$ cat src/hw/rtl/cmeh_pkg.sv
// cmeh_pkg: shared types, constants and the arctangent table of the escape heading block
// used by cmeh_sqdiv, cmeh_cordic and costmap_escape_heading_top; depends on nothing

package cmeh_pkg;

	localparam int DEF_MAX_MAP_SIDE = 4096;
	localparam int DEF_MAX_RADIUS   = 255;

	// configuration register indexes
	localparam logic [2:0] REG_ROBOT_X  = 3'd0;
	localparam logic [2:0] REG_ROBOT_Y  = 3'd1;
	localparam logic [2:0] REG_RADIUS   = 3'd2;
	localparam logic [2:0] REG_COST_MIN = 3'd3;
	localparam logic [2:0] REG_MAP_W    = 3'd4;
	localparam logic [2:0] REG_MAP_H    = 3'd5;

	localparam logic [7:0]  COST_UNKNOWN = 8'd255;
	localparam logic [14:0] UNIT_MAX     = 15'd32767;

	localparam logic [4:0] SQRT_STEPS   = 5'd28;
	localparam logic [4:0] DIV_STEPS    = 5'd17;
	localparam logic [4:0] CORDIC_STEPS = 5'd21;

	localparam logic [21:0] PI_Q20      = 22'd3294199;
	localparam logic [21:0] HALF_PI_Q20 = 22'd1647099;
	localparam logic [15:0] HEAD_MAX    = 16'd25736;

	typedef enum logic [1:0] {
		OP_SQRT = 2'b01,
		OP_DIV  = 2'b10
	} op_t;

	typedef struct packed {
		logic start;
		op_t  op;
	} sqdiv_ctl_t;

	typedef struct packed {
		logic               done;
		logic signed [15:0] heading;
	} head_res_t;

	function automatic logic [19:0] atan_q20(input logic [4:0] i);
		logic [19:0] v;
		unique case (i)
			5'd0:  v = 20'd823550;
			5'd1:  v = 20'd486170;
			5'd2:  v = 20'd256879;
			5'd3:  v = 20'd130396;
			5'd4:  v = 20'd65451;
			5'd5:  v = 20'd32757;
			5'd6:  v = 20'd16383;
			5'd7:  v = 20'd8192;
			5'd8:  v = 20'd4096;
			5'd9:  v = 20'd2048;
			5'd10: v = 20'd1024;
			5'd11: v = 20'd512;
			5'd12: v = 20'd256;
			5'd13: v = 20'd128;
			5'd14: v = 20'd64;
			5'd15: v = 20'd32;
			5'd16: v = 20'd16;
			5'd17: v = 20'd8;
			5'd18: v = 20'd4;
			5'd19: v = 20'd2;
			5'd20: v = 20'd1;
			default: v = 20'd0;
		endcase
		return v;
	endfunction

endpackage

$ cat src/hw/rtl/cmeh_sqdiv.sv
// cmeh_sqdiv: shared shift and subtract unit, one result bit per cycle
// integer square root of a 56-bit value or division with a 17-bit quotient; uses cmeh_pkg

module cmeh_sqdiv (
	input  logic                   clk,
	input  logic                   arst_n,
	input  cmeh_pkg::sqdiv_ctl_t   ctl,
	input  logic [55:0]            num,
	input  logic [27:0]            den,
	output logic                   done,
	output logic [27:0]            result
);
	import cmeh_pkg::*;

	logic        busy_q;
	logic        done_q;
	op_t         op_q;
	logic [4:0]  cnt_q;
	logic [31:0] rem_q;
	logic [55:0] src_q;
	logic [27:0] res_q;
	logic [27:0] den_q;

	logic [31:0] opa;
	logic [31:0] opb;
	logic [32:0] diff;
	logic        ge;
	logic [4:0]  last_cnt;

	// one compare and subtract serves both operations
	always_comb begin
		unique case (op_q)
			OP_SQRT: begin
				opa = {rem_q[29:0], src_q[55:54]};
				opb = {2'b00, res_q, 2'b01};
				last_cnt = SQRT_STEPS - 5'd1;
			end
			OP_DIV: begin
				opa = {rem_q[30:0], src_q[55]};
				opb = {4'b0000, den_q};
				last_cnt = DIV_STEPS - 5'd1;
			end
			default: begin
				opa = '0;
				opb = '0;
				last_cnt = '0;
			end
		endcase
		diff = {1'b0, opa} - {1'b0, opb};
		ge = !diff[32];
	end

	always_ff @(posedge clk or negedge arst_n) begin
		if (!arst_n) begin
			busy_q <= 1'b0;
			done_q <= 1'b0;
			op_q   <= OP_SQRT;
			cnt_q  <= '0;
		end else begin
			done_q <= 1'b0;
			if (ctl.start) begin
				busy_q <= 1'b1;
				op_q   <= ctl.op;
				cnt_q  <= '0;
			end else if (busy_q) begin
				cnt_q <= cnt_q + 5'd1;
				if (cnt_q == last_cnt) begin
					busy_q <= 1'b0;
					done_q <= 1'b1;
				end
			end
		end
	end

	always_ff @(posedge clk) begin
		if (ctl.start) begin
			res_q <= '0;
			den_q <= den;
			if (ctl.op == OP_DIV) begin
				// quotient fits in 17 bits, so the top of the dividend starts as remainder
				rem_q <= num[48:17];
				src_q <= {num[16:0], 39'd0};
			end else begin
				rem_q <= '0;
				src_q <= num;
			end
		end else if (busy_q) begin
			rem_q <= ge ? diff[31:0] : opa;
			res_q <= {res_q[26:0], ge};
			src_q <= (op_q == OP_SQRT) ? {src_q[53:0], 2'b00} : {src_q[54:0], 1'b0};
		end
	end

	assign done   = done_q;
	assign result = res_q;

endmodule

$ cat src/hw/rtl/cmeh_cordic.sv
// cmeh_cordic: four-quadrant arctangent of two 48-bit sums by CORDIC vectoring
// normalizes one bit a cycle, then one rotation a cycle; uses cmeh_pkg

module cmeh_cordic (
	input  logic                clk,
	input  logic                arst_n,
	input  logic                start,
	input  logic signed [47:0]  sx,
	input  logic signed [47:0]  sy,
	output cmeh_pkg::head_res_t res
);
	import cmeh_pkg::*;

	typedef enum logic [3:0] {
		C_IDLE = 4'b0001,
		C_NORM = 4'b0010,
		C_ITER = 4'b0100,
		C_FIN  = 4'b1000
	} cstate_t;

	cstate_t            state_q;
	logic [47:0]        ax_q;
	logic [47:0]        ay_q;
	logic               sxn_q;
	logic               syn_q;
	logic signed [33:0] x_q;
	logic signed [33:0] y_q;
	logic signed [22:0] z_q;
	logic [4:0]         i_q;
	logic               done_q;
	logic signed [15:0] head_q;

	logic signed [33:0] dx;
	logic signed [33:0] dy;
	logic signed [22:0] da;
	logic [21:0]        zc;
	logic [21:0]        m;
	logic [22:0]        mr;
	logic [15:0]        r;
	logic [15:0]        rc;
	logic               big;

	always_comb begin
		dx  = y_q >>> i_q;
		dy  = x_q >>> i_q;
		da  = {3'b000, atan_q20(i_q)};
		big = (|ax_q[47:30]) || (|ay_q[47:30]);
		if (z_q < 0)
			zc = '0;
		else if (z_q > $signed({1'b0, HALF_PI_Q20}))
			zc = HALF_PI_Q20;
		else
			zc = z_q[21:0];
		m  = sxn_q ? (PI_Q20 - zc) : zc;
		mr = {1'b0, m} + 23'd64;
		r  = mr[22:7];
		rc = (r > HEAD_MAX) ? HEAD_MAX : r;
	end

	always_ff @(posedge clk or negedge arst_n) begin
		if (!arst_n) begin
			state_q <= C_IDLE;
			done_q  <= 1'b0;
		end else begin
			done_q <= 1'b0;
			unique case (state_q)
				C_IDLE: if (start) state_q <= C_NORM;
				C_NORM: if (!big) state_q <= C_ITER;
				C_ITER: if (i_q == CORDIC_STEPS - 5'd1) state_q <= C_FIN;
				C_FIN: begin
					done_q  <= 1'b1;
					state_q <= C_IDLE;
				end
				default: state_q <= C_IDLE;
			endcase
		end
	end

	always_ff @(posedge clk) begin
		unique case (state_q)
			C_IDLE: begin
				if (start) begin
					ax_q  <= sx[47] ? 48'(-sx) : sx;
					ay_q  <= sy[47] ? 48'(-sy) : sy;
					sxn_q <= sx[47];
					syn_q <= sy[47];
				end
			end
			C_NORM: begin
				if (big) begin
					ax_q <= ax_q >> 1;
					ay_q <= ay_q >> 1;
				end else begin
					x_q <= {4'b0000, ax_q[29:0]};
					y_q <= {4'b0000, ay_q[29:0]};
					z_q <= '0;
					i_q <= '0;
				end
			end
			C_ITER: begin
				if (y_q > 0) begin
					x_q <= x_q + dx;
					y_q <= y_q - dy;
					z_q <= z_q + da;
				end else begin
					x_q <= x_q - dx;
					y_q <= y_q + dy;
					z_q <= z_q - da;
				end
				i_q <= i_q + 5'd1;
			end
			C_FIN: head_q <= syn_q ? 16'(-rc) : rc;
			default: ;
		endcase
	end

	assign res.done    = done_q;
	assign res.heading = head_q;

endmodule

$ cat src/hw/rtl/costmap_escape_heading_top.sv
// costmap_escape_heading_top: obstacle filter, repulsion sums and heading sequencer
// instantiates cmeh_sqdiv and cmeh_cordic; uses cmeh_pkg
//
// Usage: one map cell per input transfer (cell_col, cell_row, cell_cost, last_cell) on
// in_valid/in_stall. Cells that are off the map, outside the window, the robot cell, below
// cost_min or unknown stream at one per cycle while no other cell or heading is in work. An
// obstacle cell takes two squares and a sum on the shared multiplier, a square root and two
// divisions on the shared shift-subtract unit, then two multiply and saturating adds.
// in_stall is high while a cell or a heading is in work or a result waits to be emitted.
// The cell marked last_cell produces one result transfer (heading, heading_valid) on
// out_valid/out_stall after its own work, the normalize shifts and 21 CORDIC rotations;
// zero sums skip the rotations and give heading 0 and heading_valid 0 at once. The sums are
// cleared as the heading starts. The result sits in an output register: when the receiver
// stalls it holds there and the next cells are still taken; only a second result waits.
// Configuration writes on cfg_valid/cfg_ready are always taken (cfg_ready is tied high).
// Reset clears the sums, puts the registers at their defaults and empties the output.

module costmap_escape_heading_top #(
	parameter int MAX_MAP_SIDE = cmeh_pkg::DEF_MAX_MAP_SIDE,
	parameter int MAX_RADIUS   = cmeh_pkg::DEF_MAX_RADIUS
) (
	input  logic               clk,
	input  logic               arst_n,
	input  logic               cfg_valid,
	output logic               cfg_ready,
	input  logic [2:0]         cfg_index,
	input  logic [20:0]        cfg_data,
	input  logic               in_valid,
	output logic               in_stall,
	input  logic [11:0]        cell_col,
	input  logic [11:0]        cell_row,
	input  logic [7:0]         cell_cost,
	input  logic               last_cell,
	output logic               out_valid,
	input  logic               out_stall,
	output logic signed [15:0] heading,
	output logic               heading_valid
);
	import cmeh_pkg::*;

	typedef enum logic [15:0] {
		S_IDLE      = 16'h0001,
		S_SQX       = 16'h0002,
		S_SQY       = 16'h0004,
		S_SSUM      = 16'h0008,
		S_RT_GO     = 16'h0010,
		S_RT_WAIT   = 16'h0020,
		S_DX_GO     = 16'h0040,
		S_DX_WAIT   = 16'h0080,
		S_DY_GO     = 16'h0100,
		S_DY_WAIT   = 16'h0200,
		S_MULX      = 16'h0400,
		S_ADDX      = 16'h0800,
		S_ADDY      = 16'h1000,
		S_HEAD      = 16'h2000,
		S_HEAD_WAIT = 16'h4000,
		S_EMIT      = 16'h8000
	} state_t;

	state_t             state_q;
	logic signed [20:0] robot_x_q;
	logic signed [20:0] robot_y_q;
	logic [7:0]         radius_q;
	logic [7:0]         cost_min_q;
	logic [12:0]        map_w_q;
	logic [12:0]        map_h_q;

	logic [16:0]        ax_q;
	logic [16:0]        ay_q;
	logic               sgnx_q;
	logic               sgny_q;
	logic [7:0]         cost_q;
	logic               last_q;
	logic [34:0]        s_q;
	logic [33:0]        prod_q;
	logic [27:0]        d_q;
	logic [14:0]        qx_q;
	logic [14:0]        qy_q;
	logic signed [47:0] sum_x_q;
	logic signed [47:0] sum_y_q;
	logic signed [15:0] res_head_q;
	logic               res_ok_q;
	logic               out_valid_q;
	logic signed [15:0] heading_q;
	logic               heading_valid_q;

	logic signed [15:0] dc;
	logic signed [15:0] dr;
	logic signed [15:0] rad;
	logic [7:0]         rad8;
	logic [12:0]        mw;
	logic [12:0]        mh;
	logic signed [22:0] vx;
	logic signed [22:0] vy;
	logic [22:0]        vx_abs;
	logic [22:0]        vy_abs;
	logic               use_cell;
	logic               in_xfer;
	logic               emit;
	logic [16:0]        mul_a;
	logic [16:0]        mul_b;
	logic [33:0]        prod;
	sqdiv_ctl_t         sq_ctl;
	logic [55:0]        sq_num;
	logic               sq_done;
	logic [27:0]        sq_res;
	logic [14:0]        q_clamp;
	logic               sums_zero;
	head_res_t          head_res;

	// offset of a cell index from the robot cell, robot cell truncated toward zero
	function automatic logic signed [15:0] cell_off(input logic signed [20:0] pos,
			input logic [11:0] idx);
		logic signed [21:0] p;
		logic [21:0]        pa;
		logic [14:0]        t;
		logic signed [14:0] c;
		p  = {pos[20], pos};
		pa = p[21] ? 22'(-p) : p;
		t  = {1'b0, pa[21:8]};
		c  = p[21] ? 15'(-t) : t;
		return {4'b0000, idx} - {c[14], c};
	endfunction

	function automatic logic signed [47:0] sat_add(input logic signed [47:0] acc,
			input logic [22:0] mag, input logic neg);
		logic [48:0] add;
		logic [48:0] s;
		add = neg ? (49'd0 - {26'd0, mag}) : {26'd0, mag};
		s   = {acc[47], acc} + add;
		if (s[48] != s[47])
			return s[48] ? {1'b1, 47'd0} : {1'b0, {47{1'b1}}};
		return s[47:0];
	endfunction

	// cell filter
	always_comb begin
		rad8 = (32'(radius_q) > MAX_RADIUS) ? 8'(MAX_RADIUS) : radius_q;
		mw   = (32'(map_w_q) > MAX_MAP_SIDE) ? 13'(MAX_MAP_SIDE) : map_w_q;
		mh   = (32'(map_h_q) > MAX_MAP_SIDE) ? 13'(MAX_MAP_SIDE) : map_h_q;
		rad  = {8'd0, rad8};
		dc   = cell_off(robot_x_q, cell_col);
		dr   = cell_off(robot_y_q, cell_row);
		vx   = {{2{robot_x_q[20]}}, robot_x_q} - {3'b000, cell_col, 8'h80};
		vy   = {{2{robot_y_q[20]}}, robot_y_q} - {3'b000, cell_row, 8'h80};
		vx_abs = vx[22] ? 23'(-vx) : vx;
		vy_abs = vy[22] ? 23'(-vy) : vy;
		use_cell = ({1'b0, cell_col} < mw) && ({1'b0, cell_row} < mh)
			&& (dc <= rad) && (dc >= -rad) && (dr <= rad) && (dr >= -rad)
			&& !(dc == 0 && dr == 0)
			&& (cell_cost >= cost_min_q) && (cell_cost != COST_UNKNOWN)
			&& !(vx == 0 && vy == 0);
	end

	assign in_xfer  = in_valid && !in_stall;
	assign in_stall = (state_q != S_IDLE);
	assign emit     = (state_q == S_EMIT) && (!out_valid_q || !out_stall);
	assign cfg_ready = 1'b1;

	// shared multiplier
	always_comb begin
		unique case (state_q)
			S_SQX:   begin mul_a = ax_q; mul_b = ax_q; end
			S_SQY:   begin mul_a = ay_q; mul_b = ay_q; end
			S_MULX:  begin mul_a = {9'd0, cost_q}; mul_b = {2'b00, qx_q}; end
			S_ADDX:  begin mul_a = {9'd0, cost_q}; mul_b = {2'b00, qy_q}; end
			default: begin mul_a = '0; mul_b = '0; end
		endcase
		prod = mul_a * mul_b;
	end

	always_comb begin
		sq_ctl.start = (state_q == S_RT_GO) || (state_q == S_DX_GO) || (state_q == S_DY_GO);
		sq_ctl.op    = (state_q == S_RT_GO) ? OP_SQRT : OP_DIV;
		unique case (state_q)
			S_RT_GO: sq_num = {1'b0, s_q, 20'd0};
			S_DX_GO: sq_num = {14'd0, ax_q, 25'd0} + {29'd0, d_q[27:1]};
			S_DY_GO: sq_num = {14'd0, ay_q, 25'd0} + {29'd0, d_q[27:1]};
			default: sq_num = '0;
		endcase
		q_clamp = (sq_res > {13'd0, UNIT_MAX}) ? UNIT_MAX : sq_res[14:0];
		sums_zero = (sum_x_q == 0) && (sum_y_q == 0);
	end

	cmeh_sqdiv u_sqdiv (
		.clk    (clk),
		.arst_n (arst_n),
		.ctl    (sq_ctl),
		.num    (sq_num),
		.den    (d_q),
		.done   (sq_done),
		.result (sq_res)
	);

	cmeh_cordic u_cordic (
		.clk    (clk),
		.arst_n (arst_n),
		.start  ((state_q == S_HEAD) && !sums_zero),
		.sx     (sum_x_q),
		.sy     (sum_y_q),
		.res    (head_res)
	);

	// configuration registers
	always_ff @(posedge clk or negedge arst_n) begin
		if (!arst_n) begin
			robot_x_q  <= '0;
			robot_y_q  <= '0;
			radius_q   <= 8'd20;
			cost_min_q <= 8'd128;
			map_w_q    <= 13'd4096;
			map_h_q    <= 13'd4096;
		end else if (cfg_valid && cfg_ready) begin
			unique case (cfg_index)
				REG_ROBOT_X:  robot_x_q  <= cfg_data;
				REG_ROBOT_Y:  robot_y_q  <= cfg_data;
				REG_RADIUS:   radius_q   <= cfg_data[7:0];
				REG_COST_MIN: cost_min_q <= cfg_data[7:0];
				REG_MAP_W:    map_w_q    <= cfg_data[12:0];
				REG_MAP_H:    map_h_q    <= cfg_data[12:0];
				default: ;
			endcase
		end
	end

	// sequencer and sums
	always_ff @(posedge clk or negedge arst_n) begin
		if (!arst_n) begin
			state_q     <= S_IDLE;
			sum_x_q     <= '0;
			sum_y_q     <= '0;
			out_valid_q <= 1'b0;
		end else begin
			if (emit)
				out_valid_q <= 1'b1;
			else if (out_valid_q && !out_stall)
				out_valid_q <= 1'b0;
			unique case (state_q)
				S_IDLE: begin
					if (in_xfer) begin
						if (use_cell)
							state_q <= S_SQX;
						else if (last_cell)
							state_q <= S_HEAD;
					end
				end
				S_SQX:     state_q <= S_SQY;
				S_SQY:     state_q <= S_SSUM;
				S_SSUM:    state_q <= S_RT_GO;
				S_RT_GO:   state_q <= S_RT_WAIT;
				S_RT_WAIT: if (sq_done) state_q <= S_DX_GO;
				S_DX_GO:   state_q <= S_DX_WAIT;
				S_DX_WAIT: if (sq_done) state_q <= S_DY_GO;
				S_DY_GO:   state_q <= S_DY_WAIT;
				S_DY_WAIT: if (sq_done) state_q <= S_MULX;
				S_MULX:    state_q <= S_ADDX;
				S_ADDX: begin
					sum_x_q <= sat_add(sum_x_q, prod_q[22:0], sgnx_q);
					state_q <= S_ADDY;
				end
				S_ADDY: begin
					sum_y_q <= sat_add(sum_y_q, prod_q[22:0], sgny_q);
					state_q <= last_q ? S_HEAD : S_IDLE;
				end
				S_HEAD: begin
					sum_x_q <= '0;
					sum_y_q <= '0;
					state_q <= sums_zero ? S_EMIT : S_HEAD_WAIT;
				end
				S_HEAD_WAIT: if (head_res.done) state_q <= S_EMIT;
				S_EMIT:      if (emit) state_q <= S_IDLE;
				default:     state_q <= S_IDLE;
			endcase
		end
	end

	// datapath registers
	always_ff @(posedge clk) begin
		if (in_xfer) begin
			ax_q   <= vx_abs[16:0];
			ay_q   <= vy_abs[16:0];
			sgnx_q <= vx[22];
			sgny_q <= vy[22];
			cost_q <= cell_cost;
			last_q <= last_cell;
		end
		unique case (state_q)
			S_SQX:  prod_q <= prod;
			S_SQY: begin
				prod_q <= prod;
				s_q    <= {1'b0, prod_q};
			end
			S_SSUM: s_q <= s_q + {1'b0, prod_q};
			S_RT_WAIT: if (sq_done) d_q <= sq_res;
			S_DX_WAIT: if (sq_done) qx_q <= q_clamp;
			S_DY_WAIT: if (sq_done) qy_q <= q_clamp;
			S_MULX: prod_q <= prod;
			S_ADDX: prod_q <= prod;
			S_HEAD: begin
				res_head_q <= '0;
				res_ok_q   <= 1'b0;
			end
			S_HEAD_WAIT: begin
				if (head_res.done) begin
					res_head_q <= head_res.heading;
					res_ok_q   <= 1'b1;
				end
			end
			default: ;
		endcase
		if (emit) begin
			heading_q       <= res_head_q;
			heading_valid_q <= res_ok_q;
		end
	end

	assign out_valid     = out_valid_q;
	assign heading       = heading_q;
	assign heading_valid = heading_valid_q;

	// the shift-subtract unit only finishes while the sequencer waits for it
	a_sqdiv_done_waited: assert property (@(posedge clk) disable iff (!arst_n)
		sq_done |-> (state_q == S_RT_WAIT || state_q == S_DX_WAIT || state_q == S_DY_WAIT))
		else $error("sqdiv result arrived outside a wait state");

	// sums are empty once a heading is launched
	a_sums_cleared: assert property (@(posedge clk) disable iff (!arst_n)
		state_q == S_HEAD |=> (sum_x_q == 0 && sum_y_q == 0))
		else $error("sums not cleared after last cell");

	// a cell that is not the last never raises a result
	a_no_result_midscan: assert property (@(posedge clk) disable iff (!arst_n)
		(in_xfer && !last_cell && !out_valid_q) |=> !out_valid_q)
		else $error("result without last cell");

	// the heading unit only reports while the sequencer waits for it
	a_head_done_waited: assert property (@(posedge clk) disable iff (!arst_n)
		head_res.done |-> state_q == S_HEAD_WAIT)
		else $error("heading result arrived outside its wait state");

endmodule
$ cat config.mk
export PLATFORM = sky130hd
export DESIGN_NAME = costmap_escape_heading_top
export DESIGN_NICKNAME = d
export VERILOG_FILES = /design/src/hw/rtl/cmeh_pkg.sv /design/src/hw/rtl/cmeh_sqdiv.sv /design/src/hw/rtl/cmeh_cordic.sv /design/src/hw/rtl/costmap_escape_heading_top.sv
export SDC_FILE = /design/constraint.sdc
export NUM_CORES = 2
export LEC_CHECK = 0
export ABC_AREA = 1
export CAP_MARGIN = 0
export CORE_UTILIZATION = 50
export DETAILED_ROUTE_END_ITERATION = 6
export DONT_BUFFER_PORTS = 1
export PLACE_DENSITY_LB_ADDON = 0.12
export SLEW_MARGIN = 40
export SYNTH_ARGS = -nofsm -noshare
export SYNTH_HDL_FRONTEND = slang
export SYNTH_SLANG_ARGS = --single-unit
$ cat constraint.sdc
create_clock -name clk -period 10.5 [get_ports clk]
set_input_delay 0.525 -clock clk [delete_from_list [all_inputs] [get_ports clk]]
set_output_delay 0.525 -clock clk [all_outputs]
set_load 0.03 [all_outputs]
# After elaboration in Yosys (flattened, before gate mapping)
# Memory sizes are Yosys's and may differ from the RTL's. A register that Yosys moved wholly into a read port is not among the register bits.
# Cells that the tools add are included.
# W data, S select, Z words.
[word_totals] inputBits=62 elab_cells=293 register_bits=770 mem_bits_ro=640 mem_count=1 out_inout_bits=20
[memory_table] name="(name not given)" words=32 word_bits=20 rd=1 rd_ports_with_merged_regs=1 write_ports=0 line_no="cmeh_pkg.sv:45" source="unique case (i)"
[op_classes] order_cmp=14 add_sub_neg=31 eq_ne=45 shifts=2 multipliers=1 n_mux=94 n_reduce_logical=61
[ops] op="$mux W48" count=12
[ops] op="$pmux W48 S2" count=4
[ops] op="$pmux W16 S16" count=1
[ops] op="$mux W56" count=4
[ops] op="$mux W16" count=12
[ops] op="$pmux W55 S3" count=1
[ops] op="$mux W34" count=4
[ops] op="$pmux W34 S2" count=2
[ops] op="$logic_not A32 Y1" count=4
[ops] op="$mux W31" count=4
[ops] op="$mux W22" count=5
[ops] op="$add A49 B49 Y49" count=2
[ops] op="$mux W49" count=2
[ops] op="$logic_not A48 Y1" count=2
[ops] op="$neg A48 Y48" count=2
[ops] op="$add A42 B27 Y43" count=2
[ops] op="$pmux W35 S2" count=1
[ops] op="$add A34 B34 Y34" count=2
[ops] op="$pmux W17 S4" count=1
[ops] op="$sshr A34 B5 Y34" count=2
[ops] op="$sub A34 B34 Y34" count=2
[ops] op="$pmux W32 S2" count=1
[ops] op="$pmux W30 S2" count=1
[ops] op="$pmux W17 S3" count=1
[ops] op="other kinds (84)" count=174

# Depth between registers and ports, before layout
[logic_depth] word_depth=17 mapped_depth=49 ltp_nobuf=47

# Cells and area by module
# A second synthesis with hierarchy kept.
[hier_totals] cells_unflattened=9728 hier_area_um2=72425.7
[modules_own_cells] module="costmap_escape_heading_top" instances=1 seq_area_each_um2=11123.2 area_per_inst_um2=40355.0 cells_each=5219
[modules_own_cells] module="cmeh_cordic" instances=1 seq_area_each_um2=6832.8 area_per_inst_um2=22405.2 cells_each=3236
[modules_own_cells] module="cmeh_sqdiv" instances=1 seq_area_each_um2=4240.3 area_per_inst_um2=9665.5 cells_each=1273

# Worst setup path before layout
# Ideal clock, no wire load.
[synth_path] kind="register -> register" startpoint="register sum_y_q[1]" endpoint="register u_cordic.ax_q[0] (enable)" required_ps=9817 stages_incl_launch_ff=23 arrival_ps=8661 synth_period_minus_slack_ps=9344 setup_time_ps=683 path_buffers=0 slack_ps=1156 cell_sequence="dfrtp_1 inv_1 ha_1 inv_1 nor3_1 nor3b_1 inv_1 nor3_1 nand3_1 nor3_1 inv_1 nor3_1 nand3_1 nor3_1 nand2_1 inv_1 nand4_1 inv_1 nand2_1 nor4_1 nor2_1 inv_1 o21ai_0"
[synth_via] elab_chain_len=6
[synth_rtl] element="start: declaration" line_no="costmap_escape_heading_top.sv:80" source="logic signed [47:0] sum_y_q;"
[synth_rtl] element="start signal: assignment" line_no="costmap_escape_heading_top.sv:262" source="sum_y_q <= sat_add(sum_y_q, prod_q[22:0], sgny_q);"
[synth_rtl] element="$logic_not A48 Y1" line_no="costmap_escape_heading_top.sv:182" source="sums_zero = (sum_x_q == 0) && (sum_y_q == 0);"
[synth_rtl] element="$logic_and A1 B1 Y1" line_no="costmap_escape_heading_top.sv:182"
[synth_rtl] element="$logic_not A1 Y1" line_no="costmap_escape_heading_top.sv:198" source=".start ((state_q == S_HEAD) && !sums_zero),"
[synth_rtl] element="$logic_and A1 B1 Y1" line_no="costmap_escape_heading_top.sv:198"
[synth_rtl] element="$ne A2 B1 Y1 (no line)"
[synth_rtl] element="$reduce_and A3 Y1 (no line)"
[synth_rtl] element="end signal: assignment" line_no="cmeh_cordic.sv:83" source="ax_q <= sx[47] ? 48'(-sx) : sx;"
[synth_rtl] element="end signal: assignment" line_no="cmeh_cordic.sv:91" source="ax_q <= ax_q >> 1;"
[synth_rtl] element="end: declaration" line_no="cmeh_cordic.sv:22" source="logic [47:0] ax_q;"
# Every way passes these cells.
# A chain may end at the register's enable or synchronous reset.

# Worst setup path in the final report
[layout_path] startpoint="register state_q[12]" endpoint="register prod_q[32] (data pin)"
[layout_via] elab_chain_len=4 word_cells_on_any_way=8 cone_classes="mul: 1; eq/ne: 4; mux: 2; reduce/logical: 1"
[layout_rtl] element="start: declaration" line_no="costmap_escape_heading_top.sv:60" source="state_t state_q;"
[layout_rtl] element="start signal: assignment" line_no="costmap_escape_heading_top.sv:263" source="state_q <= last_q ? S_HEAD : S_IDLE;"
[layout_rtl] element="start signal: assignment" line_no="costmap_escape_heading_top.sv:268" source="state_q <= sums_zero ? S_EMIT : S_HEAD_WAIT;"
[layout_rtl] element="$eq A16 B12 Y1 / $eq A16 B11 Y1 (equally long branches)" line_no="costmap_escape_heading_top.sv:162" source="unique case (state_q)"
[layout_rtl] element="$reduce_or A2 Y1 (no line)"
[layout_rtl] element="$pmux W17 S3" line_no="costmap_escape_heading_top.sv:162"
[layout_rtl] element="$mul A17 B17 Y34 *" line_no="costmap_escape_heading_top.sv:169" source="prod = mul_a * mul_b;"
[layout_rtl] element="net prod[32]" line_no="costmap_escape_heading_top.sv:102" source="logic [33:0] prod;"
[layout_rtl] element="end signal: assignment" line_no="costmap_escape_heading_top.sv:288" source="S_SQX: prod_q <= prod;"
[layout_rtl] element="end signal: assignment" line_no="costmap_escape_heading_top.sv:290" source="prod_q <= prod;"
[layout_rtl] element="end signal: assignment" line_no="costmap_escape_heading_top.sv:297" source="S_MULX: prod_q <= prod;"
[layout_rtl] element="end: declaration" line_no="costmap_escape_heading_top.sv:75" source="logic [33:0] prod_q;"
# Mark *: on every way through the listed nets, which the timed path passes. The rest lies on a longest branch.

==> results.json <==
{
  "synth_cell_type_count": 86,
  "grt_pass1_wl_mm": 315,
  "synth_warnings": 0,
  "skew_ns": 0.0515,
  "hold_class": "in2reg",
  "end_kind": "register",
  "die_h_um": 373,
  "num_vias": 58900,
  "finalSetupViolCount": 0,
  "arrival_ns": 10.05,
  "ant_nets": 0,
  "nNetsFinal": 9563,
  "synth-seq-cells": 790,
  "antenna_cells": 0,
  "synth_area_leaders": "edfxtp_1 23%, nand2_1 10%, ha_1 9.3%",
  "htreeDepth": 3,
  "syn2layout_area_growth_pct": 7.60,
  "floorplan.core_area_mm2": 0.136,
  "seq_area_mm2": 0.0222,
  "max_freq_mhz": 104,
  "cts_tree": "yes",
  "drv_cap": 0,
  "layout-drive-gt1-share_pct": 4.86,
  "hold_viol": 0,
  "clock-sinks": 790,
  "crit_type": "reg2reg",
  "power_density_mw_per_mm2": 153,
  "async_reset_ff_share_pct": 26.7,
  "total_power_uw": 11300,
  "avgSynthCellArea_um2": 7.75,
  "grt_overflow": 0,
  "grt_pass1_vias": 57100,
  "synth-main-ff-cell": "edfxtp_1",
  "fin_crit_ns": 9.57,
  "synth_edf_count": 531,
  "yosysTopAreaCellShare_pct": 23.2,
  "die_area_mm2": 0.139,
  "clockBufferDepth": 3,
  "rows": 135,
  "rsz0062_at_grt": "no",
  "final_common_cell": "nand2_1",
  "peakVddDrop_mv": 0.223,
  "vias_per_cell": 5.55,
  "first_pass_iters": 6,
  "grt_antenna_before_repair": 1,
  "synth_cells": 8865,
  "nFillCells": 12900,
  "routedWlPerCell_um": 18.9,
  "clk_latency_ns": 0.73,
  "drc": 0,
  "slew_viol_final": 0,
  "slowest_stage": "fa_1",
  "slowest_delay_ns": 0.55,
  "slew_headroom_pct": 39.3,
  "hpwlAfterDp_mm": 157,
  "numCtsBuffers": 94,
  "yosys.area.top_type": "edfxtp_1",
  "worstMarginPinSlew_ns": 0.901,
  "dr.first_iter.drc_count": 4442,
  "cts_resized": 0,
  "multi_input_area_mm2": 0.0404,
  "holdBufCountCts": 15,
  "final_cell_mix": "1,858 x nand2_1, 1,270 x inv_1, 885 x o21ai_0",
  "cts-root-buf": "clkbuf_16",
  "synth_nets": 9673,
  "clk_pin_slew_ns": 0.06,
  "yosysSeqAreaShare_pct": 32.3,
  "gp_routability_congestion": 0.945,
  "synth_area_mm2": 0.0687,
  "status": "finished clean",
  "tns_ns": 0,
  "post-route-period-util_pct": 91.2,
  "drt-total-wl_mm": 201,
  "path_common_cell": "inv_1",
  "grtUsageTotal_pct": 28.8,
  "cts_setup_buffers": 0,
  "fin_util_pct": 54.4,
  "cp-start-kind": "register",
  "io_pins": 82,
  "leakage_uw": 0.0345,
  "critPathMaxFanout": 13,
  "grt_start_max_net_pins": 212,
  "required_ns": 10.97,
  "numPortBuffers": 0,
  "initial_core_util_pct": 50.6,
  "die_w_um": 373
}
## cell usage after synthesis, types with 203 or more instances
cell      count
nand2_1    1862
o21ai_0     892
dfrtp_1     203
a21oi_1     606
fa_1        236
edfxtp_1    531
nand3_1     206
inv_1      1279
xor2_1      364
nor2_1      749
clkbuf_1    220
ha_1        510
## kinds of logic (layout without fill, tap and decap cells)
family          Yosys count  count (layout)  share of synthesized area, %
fa+ha+maj               746             746                          16.2
flops                   790             790                          32.3
xor+xnor                508             508                          6.54
buf+inv                1609            1580                          9.02
simple gates           3209            3209                          19.4
other cells               2               2                        0.0109
compound gates         1945            1945                          15.7
mux                      56              56                         0.816
## sequential cells by signal (all words and copies together) (netlist names), 31 cells and up
name,count
u_sqdiv.src_q,56
sum_x_q,48
sum_y_q,48
u_cordic.ax_q,48
u_cordic.ay_q,48
s_q,35
prod_q,34
u_cordic.x_q,34
u_cordic.y_q,34
u_sqdiv.rem_q,31
## final cells by class
type,instances,share of cell area (%)
sequential,790,30.0
clock inverter,63,1.04
inverter,1314,6.69
timing repair buffer,89,1.06
clock buffer,114,3.47
multi-input combinational,6466,54.7
tap,1781,3.02
## critical path, delay by kind of cell (launching register included)
family | cells | cell delay, ns
adders and majority gates | 7 | 3.13
AOI/OAI and AO/OA | 13 | 2.73
and+or+nand+nor | 10 | 1.57
buffers and inverters | 10 | 1.44
DFF | 1 | 0.40
xor gates and xnor gates | 1 | 0.08
## per-stage QoR
step | setup slack [ns] | hold slack, ns | instances | area (um2)
3_3_place_gp | 1.28 | 0.240 | 10400 | 70200
4_1_cts | 1.06 | 0.000600 | 10600 | 73800
6_report | 0.926 | 0.0472 | 10600 | 73900
3_5_place_dp | 1.10 | 0.240 | 10400 | 70300
2_1_floorplan | 1.16 | 0.229 | 8865 | 68700
5_1_grt | 0.0288 | 0.0381 | 10600 | 73900
## path summary, 6_finish.rpt
| kind | startpoint | to | slack, ns | cells after the start |
|---|---|---|---|---|
| worst max-delay path | state_q[12]$_DFFE_PN0P_ | prod_q[32]$_DFFE_PN_ | 0.93 | 41 |
| worst min-delay path | cfg_data[15] | robot_x_q[15]$_DFFE_PN0P_ | 0.05 | 2 |
| worst max register to register | state_q[12]$_DFFE_PN0P_ | prod_q[32]$_DFFE_PN_ | 0.93 | 41 |
| worst min register to register | res_head_q[7]$_SDFFCE_PN0P_ | heading[7]$_DFFE_PP_ | 0.42 | 0 |
| max in group asynchronous | arst_n | state_q[7]$_DFFE_PN0P_ | 8.91 | 4 |
| min in group asynchronous | arst_n | rad8[6]$_DFFE_PN0P_ | 0.29 | 2 |
## power breakdown
group          leakage [uW]  switching, uW  internal [uW]  total, uW
Sequential          0.00823            198           3730       3930
Combinational        0.0246           2540           1350       3890
Clock               0.00161           1440           2060       3500
Total                0.0345           4180           7140      11300
## routing by layer
metal,vias up,part of all wire (%),track usage [%]
met5,-,0.0065,0
met4,2,4.9,12.9
met3,411,4.3,3.20
met2,1472,49,50.4
met1,27900,42,35.6
li1,29200,-,-
(Power assumes the default switching activity.)
